--- src/hw/rtl/acr_pkg.sv ---
package acr_pkg;

  typedef enum logic [2:0] {
    ACT_LOOKUP = 3'd0,
    ACT_INSERT = 3'd1,
    ACT_QUEUE  = 3'd2,
    ACT_TICK   = 3'd3,
    ACT_REMOVE = 3'd4,
    ACT_CLEAR  = 3'd5
  } action_e;

  typedef enum logic [2:0] {
    KIND_LOOKUP = 3'd0,
    KIND_INSERT = 3'd1,
    KIND_QUEUE  = 3'd2,
    KIND_SEND   = 3'd3,
    KIND_UNREACH = 3'd4,
    KIND_TICK   = 3'd5,
    KIND_ACK    = 3'd6
  } kind_e;

  localparam logic CFG_TIMEOUT = 1'b0;
  localparam logic CFG_TRIES   = 1'b1;
  localparam logic [15:0] TIMEOUT_RESET = 16'd30;
  localparam logic [3:0]  TRIES_RESET   = 4'd5;
  localparam logic [15:0] AGE_MAX = 16'hFFFF;

  typedef struct packed {
    logic [2:0]  action;
    logic [31:0] ip_addr;
    logic [47:0] mac_addr;
  } cmd_t;

  typedef struct packed {
    logic [2:0]  kind;
    logic        hit;
    logic        full_res;
    logic [31:0] result_ip;
    logic [47:0] result_mac;
    logic [6:0]  pending_count;
    logic        last;
  } res_t;

endpackage

--- src/hw/rtl/acr_cmd_if.sv ---
interface acr_cmd_if;
  logic        valid;
  logic        ready;
  logic [2:0]  action;
  logic [31:0] ip_addr;
  logic [47:0] mac_addr;
  modport source (output valid, action, ip_addr, mac_addr, input ready);
  modport sink   (input valid, action, ip_addr, mac_addr, output ready);
endinterface

--- src/hw/rtl/acr_res_if.sv ---
interface acr_res_if;
  logic        valid;
  logic        ready;
  logic [2:0]  kind;
  logic        hit;
  logic        full_res;
  logic [31:0] result_ip;
  logic [47:0] result_mac;
  logic [6:0]  pending_count;
  logic        last;
  modport source (output valid, kind, hit, full_res, result_ip, result_mac,
                  pending_count, last, input ready);
  modport sink   (input valid, kind, hit, full_res, result_ip, result_mac,
                  pending_count, last, output ready);
endinterface

--- src/hw/rtl/acr_cfg_if.sv ---
interface acr_cfg_if;
  logic        valid;
  logic        ready;
  logic [0:0]  index;
  logic [15:0] data;
  modport source (output valid, index, data, input ready);
  modport sink   (input valid, index, data, output ready);
endinterface

--- src/hw/rtl/acr_cmd_fifo.sv ---
// Two-entry transaction queue between front and back end.
module acr_cmd_fifo (
  input  logic          clk_i,
  input  logic          rst_ni,
  input  logic          push_i,
  input  acr_pkg::cmd_t data_i,
  output logic          full_o,
  input  logic          pop_i,
  output logic          empty_o,
  output acr_pkg::cmd_t data_o
);
  acr_pkg::cmd_t mem_q [2];
  logic wp_q, rp_q;
  logic [1:0] cnt_q;

  assign full_o  = cnt_q == 2'd2;
  assign empty_o = cnt_q == 2'd0;
  assign data_o  = mem_q[rp_q];

  always_ff @(posedge clk_i) begin
    if (push_i) mem_q[wp_q] <= data_i;
  end

  always_ff @(posedge clk_i or negedge rst_ni) begin
    if (!rst_ni) begin
      wp_q <= 1'b0;
      rp_q <= 1'b0;
      cnt_q <= 2'd0;
    end else begin
      if (push_i) wp_q <= ~wp_q;
      if (pop_i) rp_q <= ~rp_q;
      cnt_q <= cnt_q + {1'b0, push_i} - {1'b0, pop_i};
    end
  end
endmodule

--- src/hw/rtl/acr_front.sv ---
// Accepts transactions and passes the action through unchanged; unknown codes
// are answered by the back end with a single ack result.
module acr_front (
  acr_cmd_if.sink        cmd,
  input  logic           fifo_full_i,
  output logic           push_o,
  output acr_pkg::cmd_t  data_o
);
  assign cmd.ready = ~fifo_full_i;
  assign push_o    = cmd.valid & ~fifo_full_i;
  always_comb begin
    data_o.action   = cmd.action;
    data_o.ip_addr  = cmd.ip_addr;
    data_o.mac_addr = cmd.mac_addr;
  end
endmodule

--- src/hw/rtl/acr_back.sv ---
// Executes one transaction at a time by scanning the tables slot by slot.
module acr_back #(
  parameter int ENTRY_SLOTS   = 32,
  parameter int REQUEST_SLOTS = 8,
  parameter int MAX_PENDING   = 64
) (
  input  logic           clk_i,
  input  logic           rst_ni,
  input  logic           empty_i,
  input  acr_pkg::cmd_t  cmd_i,
  output logic           pop_o,
  input  logic [15:0]    timeout_i,
  input  logic [3:0]     tries_i,
  acr_res_if.source      res
);
  localparam int EW = $clog2(ENTRY_SLOTS);
  localparam int RW = (REQUEST_SLOTS > 1) ? $clog2(REQUEST_SLOTS) : 1;
  localparam logic [6:0] MAXP = 7'(MAX_PENDING);

  typedef enum logic [2:0] {
    S_IDLE, S_ESCAN, S_ERD, S_RSCAN, S_EMIT, S_TICKR
  } state_e;

  state_e state_q;
  acr_pkg::cmd_t cmd_q;
  logic [EW:0] ei_q;
  logic [RW:0] ri_q;
  logic ehit_q, efree_q;
  logic [EW-1:0] eslot_q, efree_slot_q;
  logic rhit_q, rfree_q;
  logic [RW-1:0] rslot_q, rfree_slot_q;
  logic [47:0] emac_hit_q;
  logic qsat_q;

  // entry tables: valid bits in flops, payload in memories
  logic [ENTRY_SLOTS-1:0] evalid_q;
  logic [31:0] eip_mem [ENTRY_SLOTS];
  logic [47:0] emac_mem [ENTRY_SLOTS];
  logic [15:0] eage_mem [ENTRY_SLOTS];
  logic [31:0] eip_rd_q;
  logic [15:0] eage_rd_q;
  logic [47:0] emac_rd_q;

  logic [REQUEST_SLOTS-1:0] rvalid_q;
  logic [31:0] rip_q [REQUEST_SLOTS];
  logic [3:0]  rtries_q [REQUEST_SLOTS];
  logic [6:0]  rpk_q [REQUEST_SLOTS];

  logic out_v_q;
  acr_pkg::res_t out_q;
  acr_pkg::res_t emit_res;

  logic [EW-1:0] ei;
  logic [RW-1:0] ri;
  logic [RW-1:0] rprev;
  logic [15:0] age_inc;
  assign ei = ei_q[EW-1:0];
  assign ri = ri_q[RW-1:0];
  assign rprev = RW'(ri_q - 1'b1);
  assign age_inc = (eage_rd_q == acr_pkg::AGE_MAX) ? eage_rd_q : eage_rd_q + 16'd1;

  assign pop_o = (state_q == S_IDLE) && !empty_i;
  assign res.valid = out_v_q;
  assign res.kind = out_q.kind;
  assign res.hit = out_q.hit;
  assign res.full_res = out_q.full_res;
  assign res.result_ip = out_q.result_ip;
  assign res.result_mac = out_q.result_mac;
  assign res.pending_count = out_q.pending_count;
  assign res.last = out_q.last;

  logic out_free;
  logic out_set;
  assign out_free = !out_v_q || res.ready;
  assign out_set = out_free && ((state_q == S_EMIT) ||
                   (state_q == S_TICKR && (ri_q == (RW+1)'(REQUEST_SLOTS) || rvalid_q[ri])));

  // final result of lookup, insert, queue, remove, clear and unknown actions
  always_comb begin
    emit_res = '0;
    emit_res.last = 1'b1;
    emit_res.result_ip = cmd_q.ip_addr;
    case (cmd_q.action)
      acr_pkg::ACT_LOOKUP: begin
        emit_res.kind = acr_pkg::KIND_LOOKUP;
        emit_res.hit = ehit_q;
        emit_res.result_mac = ehit_q ? emac_hit_q : '0;
      end
      acr_pkg::ACT_INSERT: begin
        emit_res.kind = acr_pkg::KIND_INSERT;
        emit_res.hit = rhit_q;
        emit_res.full_res = !(ehit_q || efree_q);
        emit_res.pending_count = rhit_q ? rpk_q[rslot_q] : '0;
      end
      acr_pkg::ACT_QUEUE: begin
        emit_res.kind = acr_pkg::KIND_QUEUE;
        if (rhit_q) begin
          emit_res.full_res = qsat_q;
          emit_res.pending_count = rpk_q[rslot_q];
        end else if (rfree_q) begin
          emit_res.pending_count = rpk_q[rfree_slot_q];
        end else begin
          emit_res.full_res = 1'b1;
        end
      end
      acr_pkg::ACT_REMOVE: emit_res.kind = acr_pkg::KIND_ACK;
      default: begin
        emit_res.kind = acr_pkg::KIND_ACK;
        emit_res.result_ip = '0;
      end
    endcase
  end

  // reads of entry memory, registered; also the tick age and insert payload writes
  always_ff @(posedge clk_i) begin
    eip_rd_q  <= eip_mem[ei];
    eage_rd_q <= eage_mem[ei];
    emac_rd_q <= emac_mem[ei];
    if (state_q == S_ERD && cmd_q.action == acr_pkg::ACT_TICK && evalid_q[ei])
      eage_mem[ei] <= age_inc;
    if (state_q == S_RSCAN && cmd_q.action == acr_pkg::ACT_INSERT &&
        ri_q == '0 && (ehit_q || efree_q)) begin
      eip_mem[ehit_q ? eslot_q : efree_slot_q]  <= cmd_q.ip_addr;
      emac_mem[ehit_q ? eslot_q : efree_slot_q] <= cmd_q.mac_addr;
      eage_mem[ehit_q ? eslot_q : efree_slot_q] <= '0;
    end
  end

  always_ff @(posedge clk_i) begin
    if (state_q == S_IDLE && !empty_i) cmd_q <= cmd_i;
    if (state_q == S_RSCAN && cmd_q.action == acr_pkg::ACT_QUEUE &&
        ri_q == '0 && !rhit_q && rfree_q) begin
      rip_q[rfree_slot_q] <= cmd_q.ip_addr;
    end
  end

  always_ff @(posedge clk_i or negedge rst_ni) begin
    if (!rst_ni) begin
      state_q <= S_IDLE;
      evalid_q <= '0;
      rvalid_q <= '0;
      out_v_q <= 1'b0;
      out_q <= '0;
      ei_q <= '0;
      ri_q <= '0;
      ehit_q <= 1'b0; efree_q <= 1'b0; eslot_q <= '0; efree_slot_q <= '0;
      rhit_q <= 1'b0; rfree_q <= 1'b0; rslot_q <= '0; rfree_slot_q <= '0;
      emac_hit_q <= '0;
      qsat_q <= 1'b0;
      for (int k = 0; k < REQUEST_SLOTS; k++) begin
        rtries_q[k] <= '0;
        rpk_q[k] <= '0;
      end
    end else begin
      if (out_set) out_v_q <= 1'b1;
      else if (res.ready) out_v_q <= 1'b0;
      case (state_q)
        S_IDLE: begin
          if (!empty_i) begin
            ei_q <= '0; ri_q <= '0;
            ehit_q <= 1'b0; efree_q <= 1'b0;
            rhit_q <= 1'b0; rfree_q <= 1'b0;
            case (cmd_i.action)
              acr_pkg::ACT_LOOKUP, acr_pkg::ACT_INSERT, acr_pkg::ACT_TICK:
                state_q <= S_ESCAN;
              acr_pkg::ACT_QUEUE, acr_pkg::ACT_REMOVE: begin
                ri_q <= (RW+1)'(1);
                state_q <= S_RSCAN;
              end
              default: state_q <= S_EMIT;
            endcase
          end
        end
        // issue read of slot ei
        S_ESCAN: state_q <= S_ERD;
        S_ERD: begin
          if (!ehit_q) eslot_q <= ei;
          if (cmd_q.action == acr_pkg::ACT_TICK) begin
            if (evalid_q[ei] && age_inc > timeout_i) evalid_q[ei] <= 1'b0;
          end else if (evalid_q[ei] && eip_rd_q == cmd_q.ip_addr && !ehit_q) begin
            ehit_q <= 1'b1;
            emac_hit_q <= emac_rd_q;
          end else if (!evalid_q[ei] && !efree_q) begin
            efree_q <= 1'b1;
            efree_slot_q <= ei;
          end
          if (ei_q == (EW+1)'(ENTRY_SLOTS - 1)) begin
            ri_q <= (cmd_q.action == acr_pkg::ACT_INSERT) ? (RW+1)'(1) : '0;
            state_q <= (cmd_q.action == acr_pkg::ACT_LOOKUP) ? S_EMIT :
                       (cmd_q.action == acr_pkg::ACT_INSERT) ? S_RSCAN : S_TICKR;
          end else begin
            ei_q <= ei_q + 1'b1;
            state_q <= S_ESCAN;
          end
        end
        // request search: ri_q counts 1..N, then 0 means commit
        S_RSCAN: begin
          if (ri_q != '0) begin
            if (rvalid_q[rprev] && rip_q[rprev] == cmd_q.ip_addr) begin
              rhit_q <= 1'b1; rslot_q <= rprev;
            end else if (!rvalid_q[rprev] && !rfree_q) begin
              rfree_q <= 1'b1; rfree_slot_q <= rprev;
            end
            ri_q <= (ri_q == (RW+1)'(REQUEST_SLOTS)) ? '0 : ri_q + 1'b1;
          end else begin
            case (cmd_q.action)
              acr_pkg::ACT_INSERT: begin
                if (ehit_q || efree_q) evalid_q[ehit_q ? eslot_q : efree_slot_q] <= 1'b1;
              end
              acr_pkg::ACT_QUEUE: begin
                if (rhit_q) begin
                  qsat_q <= rpk_q[rslot_q] >= MAXP;
                  if (rpk_q[rslot_q] < MAXP) rpk_q[rslot_q] <= rpk_q[rslot_q] + 7'd1;
                  else rpk_q[rslot_q] <= MAXP;
                end else if (rfree_q) begin
                  rvalid_q[rfree_slot_q] <= 1'b1;
                  rtries_q[rfree_slot_q] <= '0;
                  rpk_q[rfree_slot_q] <= 7'd1;
                end
              end
              acr_pkg::ACT_REMOVE: if (rhit_q) rvalid_q[rslot_q] <= 1'b0;
              default: ;
            endcase
            state_q <= S_EMIT;
          end
        end
        S_TICKR: begin
          if (out_free) begin
            if (ri_q == (RW+1)'(REQUEST_SLOTS)) begin
              out_q <= {acr_pkg::KIND_TICK, 1'b0, 1'b0, 32'd0, 48'd0, 7'd0, 1'b1};
              state_q <= S_IDLE;
            end else begin
              if (rvalid_q[ri]) begin
                if (rtries_q[ri] < tries_i) begin
                  out_q <= {acr_pkg::KIND_SEND, 1'b0, 1'b0, rip_q[ri], 48'd0, 7'd0, 1'b0};
                  rtries_q[ri] <= rtries_q[ri] + 4'd1;
                end else begin
                  out_q <= {acr_pkg::KIND_UNREACH, 1'b0, 1'b0, rip_q[ri], 48'd0,
                            rpk_q[ri], 1'b0};
                  rvalid_q[ri] <= 1'b0;
                end
              end
              ri_q <= ri_q + 1'b1;
            end
          end
        end
        S_EMIT: begin
          if (out_free) begin
            out_q <= emit_res;
            if (cmd_q.action == acr_pkg::ACT_CLEAR) begin
              evalid_q <= '0;
              rvalid_q <= '0;
            end
            state_q <= S_IDLE;
          end
        end
        default: state_q <= S_IDLE;
      endcase
    end
  end
endmodule

--- src/hw/rtl/arp_cache_with_request_retry_core.sv ---
// channel | dir | payload
// cmd     | in  | action, ip_addr, mac_addr
// res     | out | kind, hit, full_res, result_ip, result_mac, pending_count, last
// cfg     | in  | index (0 timeout, 1 tries), data
// Lookup, insert and tick scan the entries slot by slot (a slot read in S_ESCAN
// and a compare in S_ERD through the entry memory port), after dispatch from idle;
// insert, queue and remove then search the request slots and commit, then emit;
// tick walks each request slot and ends with the tick-done result.
// Reset clears all valid bits at once. The back end stalls only on the output
// register; the two-entry queue lets the front keep taking transactions.
module arp_cache_with_request_retry_core #(
  parameter int ENTRY_SLOTS   = 32,
  parameter int REQUEST_SLOTS = 8,
  parameter int MAX_PENDING   = 64
) (
  input  logic  clk_i,
  input  logic  rst_ni,
  acr_cmd_if.sink   cmd,
  acr_res_if.source res,
  acr_cfg_if.sink   cfg
);
  logic push, full, pop, empty;
  acr_pkg::cmd_t fin, fout;
  logic [15:0] timeout_q;
  logic [3:0]  tries_q;

  assign cfg.ready = 1'b1;
  always_ff @(posedge clk_i or negedge rst_ni) begin
    if (!rst_ni) begin
      timeout_q <= acr_pkg::TIMEOUT_RESET;
      tries_q <= acr_pkg::TRIES_RESET;
    end else if (cfg.valid) begin
      if (cfg.index == acr_pkg::CFG_TIMEOUT) timeout_q <= cfg.data;
      if (cfg.index == acr_pkg::CFG_TRIES) tries_q <= cfg.data[3:0];
    end
  end

  acr_front u_front (.cmd(cmd), .fifo_full_i(full), .push_o(push), .data_o(fin));

  acr_cmd_fifo u_fifo (.clk_i, .rst_ni, .push_i(push), .data_i(fin), .full_o(full),
    .pop_i(pop), .empty_o(empty), .data_o(fout));

  acr_back #(.ENTRY_SLOTS(ENTRY_SLOTS), .REQUEST_SLOTS(REQUEST_SLOTS),
    .MAX_PENDING(MAX_PENDING)) u_back (.clk_i, .rst_ni, .empty_i(empty),
    .cmd_i(fout), .pop_o(pop), .timeout_i(timeout_q), .tries_i(tries_q), .res(res));
endmodule

--- src/flat_wrapper.sv ---
// flat-port wrapper written by rule: the top's interface ports become plain ports
module arp_cache_with_request_retry_core_flat 
#(
  parameter int ENTRY_SLOTS   = 32,
  parameter int REQUEST_SLOTS = 8,
  parameter int MAX_PENDING   = 64
)
  (clk_i, rst_ni, cmd_valid, cmd_action, cmd_ip_addr, cmd_mac_addr, cmd_ready, res_valid, res_kind, res_hit, res_full_res, res_result_ip, res_result_mac, res_pending_count, res_last, res_ready, cfg_valid, cfg_index, cfg_data, cfg_ready);
  acr_cmd_if cmd_i ();
  acr_res_if res_i ();
  acr_cfg_if cfg_i ();
  input  logic clk_i;
  input  logic rst_ni;
  input wire logic [$bits(cmd_i.valid)-1:0] cmd_valid;
  input wire logic [$bits(cmd_i.action)-1:0] cmd_action;
  input wire logic [$bits(cmd_i.ip_addr)-1:0] cmd_ip_addr;
  input wire logic [$bits(cmd_i.mac_addr)-1:0] cmd_mac_addr;
  output wire logic [$bits(cmd_i.ready)-1:0] cmd_ready;
  output wire logic [$bits(res_i.valid)-1:0] res_valid;
  output wire logic [$bits(res_i.kind)-1:0] res_kind;
  output wire logic [$bits(res_i.hit)-1:0] res_hit;
  output wire logic [$bits(res_i.full_res)-1:0] res_full_res;
  output wire logic [$bits(res_i.result_ip)-1:0] res_result_ip;
  output wire logic [$bits(res_i.result_mac)-1:0] res_result_mac;
  output wire logic [$bits(res_i.pending_count)-1:0] res_pending_count;
  output wire logic [$bits(res_i.last)-1:0] res_last;
  input wire logic [$bits(res_i.ready)-1:0] res_ready;
  input wire logic [$bits(cfg_i.valid)-1:0] cfg_valid;
  input wire logic [$bits(cfg_i.index)-1:0] cfg_index;
  input wire logic [$bits(cfg_i.data)-1:0] cfg_data;
  output wire logic [$bits(cfg_i.ready)-1:0] cfg_ready;
  assign cmd_i.valid = cmd_valid;
  assign cmd_i.action = cmd_action;
  assign cmd_i.ip_addr = cmd_ip_addr;
  assign cmd_i.mac_addr = cmd_mac_addr;
  assign cmd_ready = cmd_i.ready;
  assign res_valid = res_i.valid;
  assign res_kind = res_i.kind;
  assign res_hit = res_i.hit;
  assign res_full_res = res_i.full_res;
  assign res_result_ip = res_i.result_ip;
  assign res_result_mac = res_i.result_mac;
  assign res_pending_count = res_i.pending_count;
  assign res_last = res_i.last;
  assign res_i.ready = res_ready;
  assign cfg_i.valid = cfg_valid;
  assign cfg_i.index = cfg_index;
  assign cfg_i.data = cfg_data;
  assign cfg_ready = cfg_i.ready;
  arp_cache_with_request_retry_core #(.ENTRY_SLOTS(ENTRY_SLOTS), .REQUEST_SLOTS(REQUEST_SLOTS), .MAX_PENDING(MAX_PENDING)) u_core (.clk_i(clk_i), .rst_ni(rst_ni), .cmd(cmd_i), .res(res_i), .cfg(cfg_i));
endmodule
--- config.mk ---
export PLATFORM = sky130hd
export DESIGN_NAME = arp_cache_with_request_retry_core_flat
export DESIGN_NICKNAME = d
export VERILOG_FILES = /design/src/hw/rtl/acr_pkg.sv /design/src/hw/rtl/acr_cmd_if.sv /design/src/hw/rtl/acr_res_if.sv /design/src/hw/rtl/acr_cfg_if.sv /design/src/hw/rtl/acr_cmd_fifo.sv /design/src/hw/rtl/acr_front.sv /design/src/hw/rtl/acr_back.sv /design/src/hw/rtl/arp_cache_with_request_retry_core.sv /design/src/flat_wrapper.sv
export SDC_FILE = /design/constraint.sdc
export NUM_CORES = 2
export LEC_CHECK = 0
export BUFFER_PORTS_ARGS = -buffer_cell sky130_fd_sc_hd__buf_4
export CAP_MARGIN = 0
export CORE_MARGIN = 5
export CORE_UTILIZATION = 57
export DETAILED_ROUTE_END_ITERATION = 7
export GPL_TIMING_DRIVEN = 0
export PLACE_DENSITY = 0.8
export SKIP_LAST_GASP = 1
export SYNTH_ARGS = -nofsm -noshare
export SYNTH_HDL_FRONTEND = slang
export SYNTH_HIERARCHICAL = 1
export SYNTH_SLANG_ARGS = --single-unit
--- constraint.sdc ---
create_clock -name clk_i -period 7.9 [get_ports clk_i]
set_clock_uncertainty 0.1 [all_clocks]
set_input_delay 1.185 -clock clk_i [delete_from_list [all_inputs] [get_ports clk_i]]
set_output_delay 1.185 -clock clk_i [all_outputs]
set_load 0.01 [all_outputs]
==> results.yml <==
critical_path:
  critical_path.startpoint_type: "flop"
  reg2reg_setup_slack_ps: 1580
  setup.worst_path.end_class: "flop"
  cp_data_arrival_time_ps: 7020
  rr_startpoint: "u_core/u_back/cmd_q[76]"
  required_time_of_the_critical_path_ps: 8600
  crit-reg2reg-capture: "u_core/u_back/emac_hit_q[37]"
  worstRegToRegCells: 9
  path_class: "reg2reg"
  worst-path-max-fanout: 33
die:
  core-area_um2: 270500
  die_width_um: 531.2
  die_area_um2: 282200
  die_y_um: 531.2
  core.rowCount: 191
  effective_utilization_at_floorplan_pct: 57.24
  io-pin-count: 201
global_routing:
  groute.usage.overall_pct: 37.87
  pin_count_of_the_biggest_net_entering_global_routing: 108
  initial_antenna_violation_count: 43
  number_of_global_route_vias_before_repair: 93088
  grt_first_pass_wirelength_um: 735400
  globalRoute.totalOverflow: 0
layout:
  mostFrequentLayoutCell: "edfxtp_1"
  final_nets: 8576
  most-common-layout-cells: "edfxtp_1 (3577), mux4_2 (847), a22oi_1 (473)"
  areaGrowthSynthToFinish_pct: 15.34
  post_route_cells_drive_above_1_share_pct: 25.46
  layout.filler_cells: 16199
  stdcell_count: 12375
sta:
  max_clock_freq_mhz: 158.2
  total_negative_setup_slack_ps: 0
  timing_worst_slew_pin_value_ps: 1773
  min_period_over_period_pct: 80.00
  fin_crit_ps: 6320
  unrepaired_setup_endpoints_after_global_routing: "no"
  hold_viol_final: 0
  setup_viol: 0
  maxSlewViolCount: 160
  slew-limit-headroom_pct: -18.19
clocking:
  cts.sink_count: 4001
  ctsHtreeMaxLevel: 5
  insertion_delay_to_the_later_sink_of_the_worst_skew_pair_ps: 950
  clock_tree_root: "clkbuf_16"
  cts_tree: "done"
  postCtsHoldBufs: 0
  clockBufferDepth: 4
  postCtsSetupBuffers: 0
  post_cts_resize_count: 0
  cts-buffers-inserted: 385
  path_clk_slew_ps: 60
place:
  dp_hpwl_um: 313300
  buffer_ports.inserted: 116
  dp.cells: 11603
  place.gp.congestion: 0.9089
detailed_routing:
  dr_total_vias: 94136
  route.final.wire_length_um: 538900
  antenna_violating_nets_post_route: 0
  drt_iter0_drc: 19267
  route.detailed.wl_per_inst_um: 43.55
  via_per_inst: 7.607
  drc_errors: 25
  drt_pass1_iterations: 8
synthesis:
  synth_async_sr_flop_share_pct: 8.198
  postSynthAreaPerCell_um2: 20.13
  synth.yosys.warnings: 6
  yosys-top-cells-area: "edfxtp_1 (69%), mux4_2 (12%), dfrtp_1 (5.2%)"
  mapped_nets: 7826
  synth_seq_area_share_pct: 75.91
  synth_top_cell_area_share_pct: 69.37
  number_of_instances_in_the_synthesized_netlist: 7691
  area_leader_netlist: "edfxtp_1"
  ys_seq_elements: 4001
  ys_dominant_reg_cell: "edfxtp_1"
  synth_cell_type_count: 86
  netlist_area_um2: 154800
  synth_edf_count: 3577
power_and_ir_drop:
  static-leakage-power_nw: 57.53
  power_density_nw_per_um2: 343.9
  vdd_drop_max_v: 0.0002728
outcome:
  failed_checks: "design-rule violations, max-capacitance violations, max-slew violations"
  status: "complete, but fails checks"
flow_run:
  max-cap-violations: 17
min_path:
  hp-class: "in2async"
worst max-delay path, stage by stage (launching register included):
cell and delay, ps:
edfxtp_1 640, buf_16 280, xnor2_1 650, nand4_1 310
nor4_1 1000, and4_1 300, clkbuf_1 1040, buf_2 830
buf_2 650, mux2_2 420
logic make-up after synthesis:
| family | count (synthesis) | share of synthesized area, % |
|---|---|---|
| compound gates | 1070 | 4.897 |
| xor+xnor | 114 | 0.6593 |
| fa+ha+maj | 30 | 0.2424 |
| buf+inv | 586 | 1.703 |
| flops | 4001 | 75.91 |
| mux | 1052 | 13.95 |
| other cells | 1 | 0.002422 |
| simple gates | 837 | 2.634 |
registers in the layout, summed over array words and instances (netlist names), 48 cells and up:
| signal | flops |
|---|---|
| u_core/u_back/emac_hit_q | 48 |
| u_core/u_back/res.result_mac | 48 |
| u_core/u_back/cmd_q | 83 |
| u_core/u_back/rpk_q | 56 |
| u_core/u_back/rip_q | 256 |
| u_core/u_back/eage_mem | 512 |
| u_core/u_back/eip_mem | 1024 |
| u_core/u_back/emac_rd_q | 48 |
| u_core/u_back/emac_mem | 1536 |
| u_core/u_fifo/mem_q | 166 |
Yosys cell counts (7+ instances only):
library cell and instances:
a21oi_1 81, a221oi_1 39, a22o_1 68, a22oi_1 473, a31oi_1 75, a32o_1 22, and2_1 25, and3_1 9
and3b_1 7, buf_1 132, buf_2 23, buf_4 84, buf_6 10, clkbuf_1 282, dfrtp_1 322, dfxtp_1 96
edfxtp_1 3577, ha_1 30, inv_1 52, mux2_2 96, mux2_4 70, mux2i_1 38, mux4_2 847, nand2_1 365
nand2b_1 14, nand3_1 38, nand4_1 119, nor2_1 131, nor2b_1 18, nor3_1 32, nor3b_1 9, nor4_1 9
o211ai_1 21, o21a_1 7, o21ai_0 157, o221ai_1 8, o22ai_1 44, o2bb2ai_1 11, or3_1 13, or4_1 12
xnor2_1 87, xor2_1 25
worst max-delay path by stage:
stage / from / end / slack (ps) / depth (start not counted)
3_3_place_gp: u_core/u_back/ri_q[1] / u_core/u_back/evalid_q[26] / -5630 / 10
6_report: u_core/u_back/cmd_q[76] / u_core/u_back/emac_hit_q[37] / 1580 / 9
2_1_floorplan: u_core/u_back/ri_q[1] / u_core/u_back/evalid_q[4] / 1750 / 10
4_1_cts: u_core/u_back/ri_q[1] / u_core/u_back/res.result_ip[5] / 1770 / 12
3_5_place_dp: u_core/u_back/ri_q[1] / u_core/u_back/res.result_ip[5] / 1630 / 12
5_1_grt: u_core/u_back/ri_q[1] / u_core/u_back/res.result_ip[5] / 1720 / 12
routing by layer:
| metal | global-route usage (%) | vias up | wire [um] |
|---|---|---|---|
| met5 | 0.3248 | - | 327 |
| met4 | 26.42 | 40 | 49940 |
| met3 | 14.87 | 2989 | 89830 |
| met2 | 56.79 | 10934 | 240400 |
| met1 | 45.33 | 46784 | 158400 |
| li1 | - | 33389 | - |
per-stage QoR:
stage	hold WS, ps	setup WS (ps)	util (%)	total power [mW]	cell area (um^2)
after CTS	58.06	1773	65.78	60.58	177900
after floorplan	338.9	1749	-	35.72	154800
after global routing	82.35	1719	65.99	62.75	178500
after global placement	343.4	-5632	59.21	40.86	160200
final	80.04	1580	66.02	61.42	178600
after detailed placement	346.5	1635	61.11	41.63	165300
final cells by class:
cell class              count  area (um^2)  share of cell area (%)
diodes                     43        107.6                 0.06025
plain buffers             533         2504                   1.402
clock buffers             495        10390                   5.816
clock inverters           213         2235                   1.251
inverters                  53        203.9                  0.1142
multi-input cells        3104        35030                   19.61
flip-flops and latches   4001       117600                   65.82
well taps                3570         4467                   2.501
repair buffers            363         6111                   3.422
power by group:
| part | internal [mW] | switching (mW) | total [mW] |
|---|---|---|---|
| Combinational | 5.21 | 9.33 | 14.5 |
| Sequential | 26.3 | 1.67 | 28.0 |
| Clock | 10.6 | 8.30 | 18.9 |
| Total | 42.1 | 19.3 | 61.4 |
No activity file was read; power rests on OpenSTA's default activity.
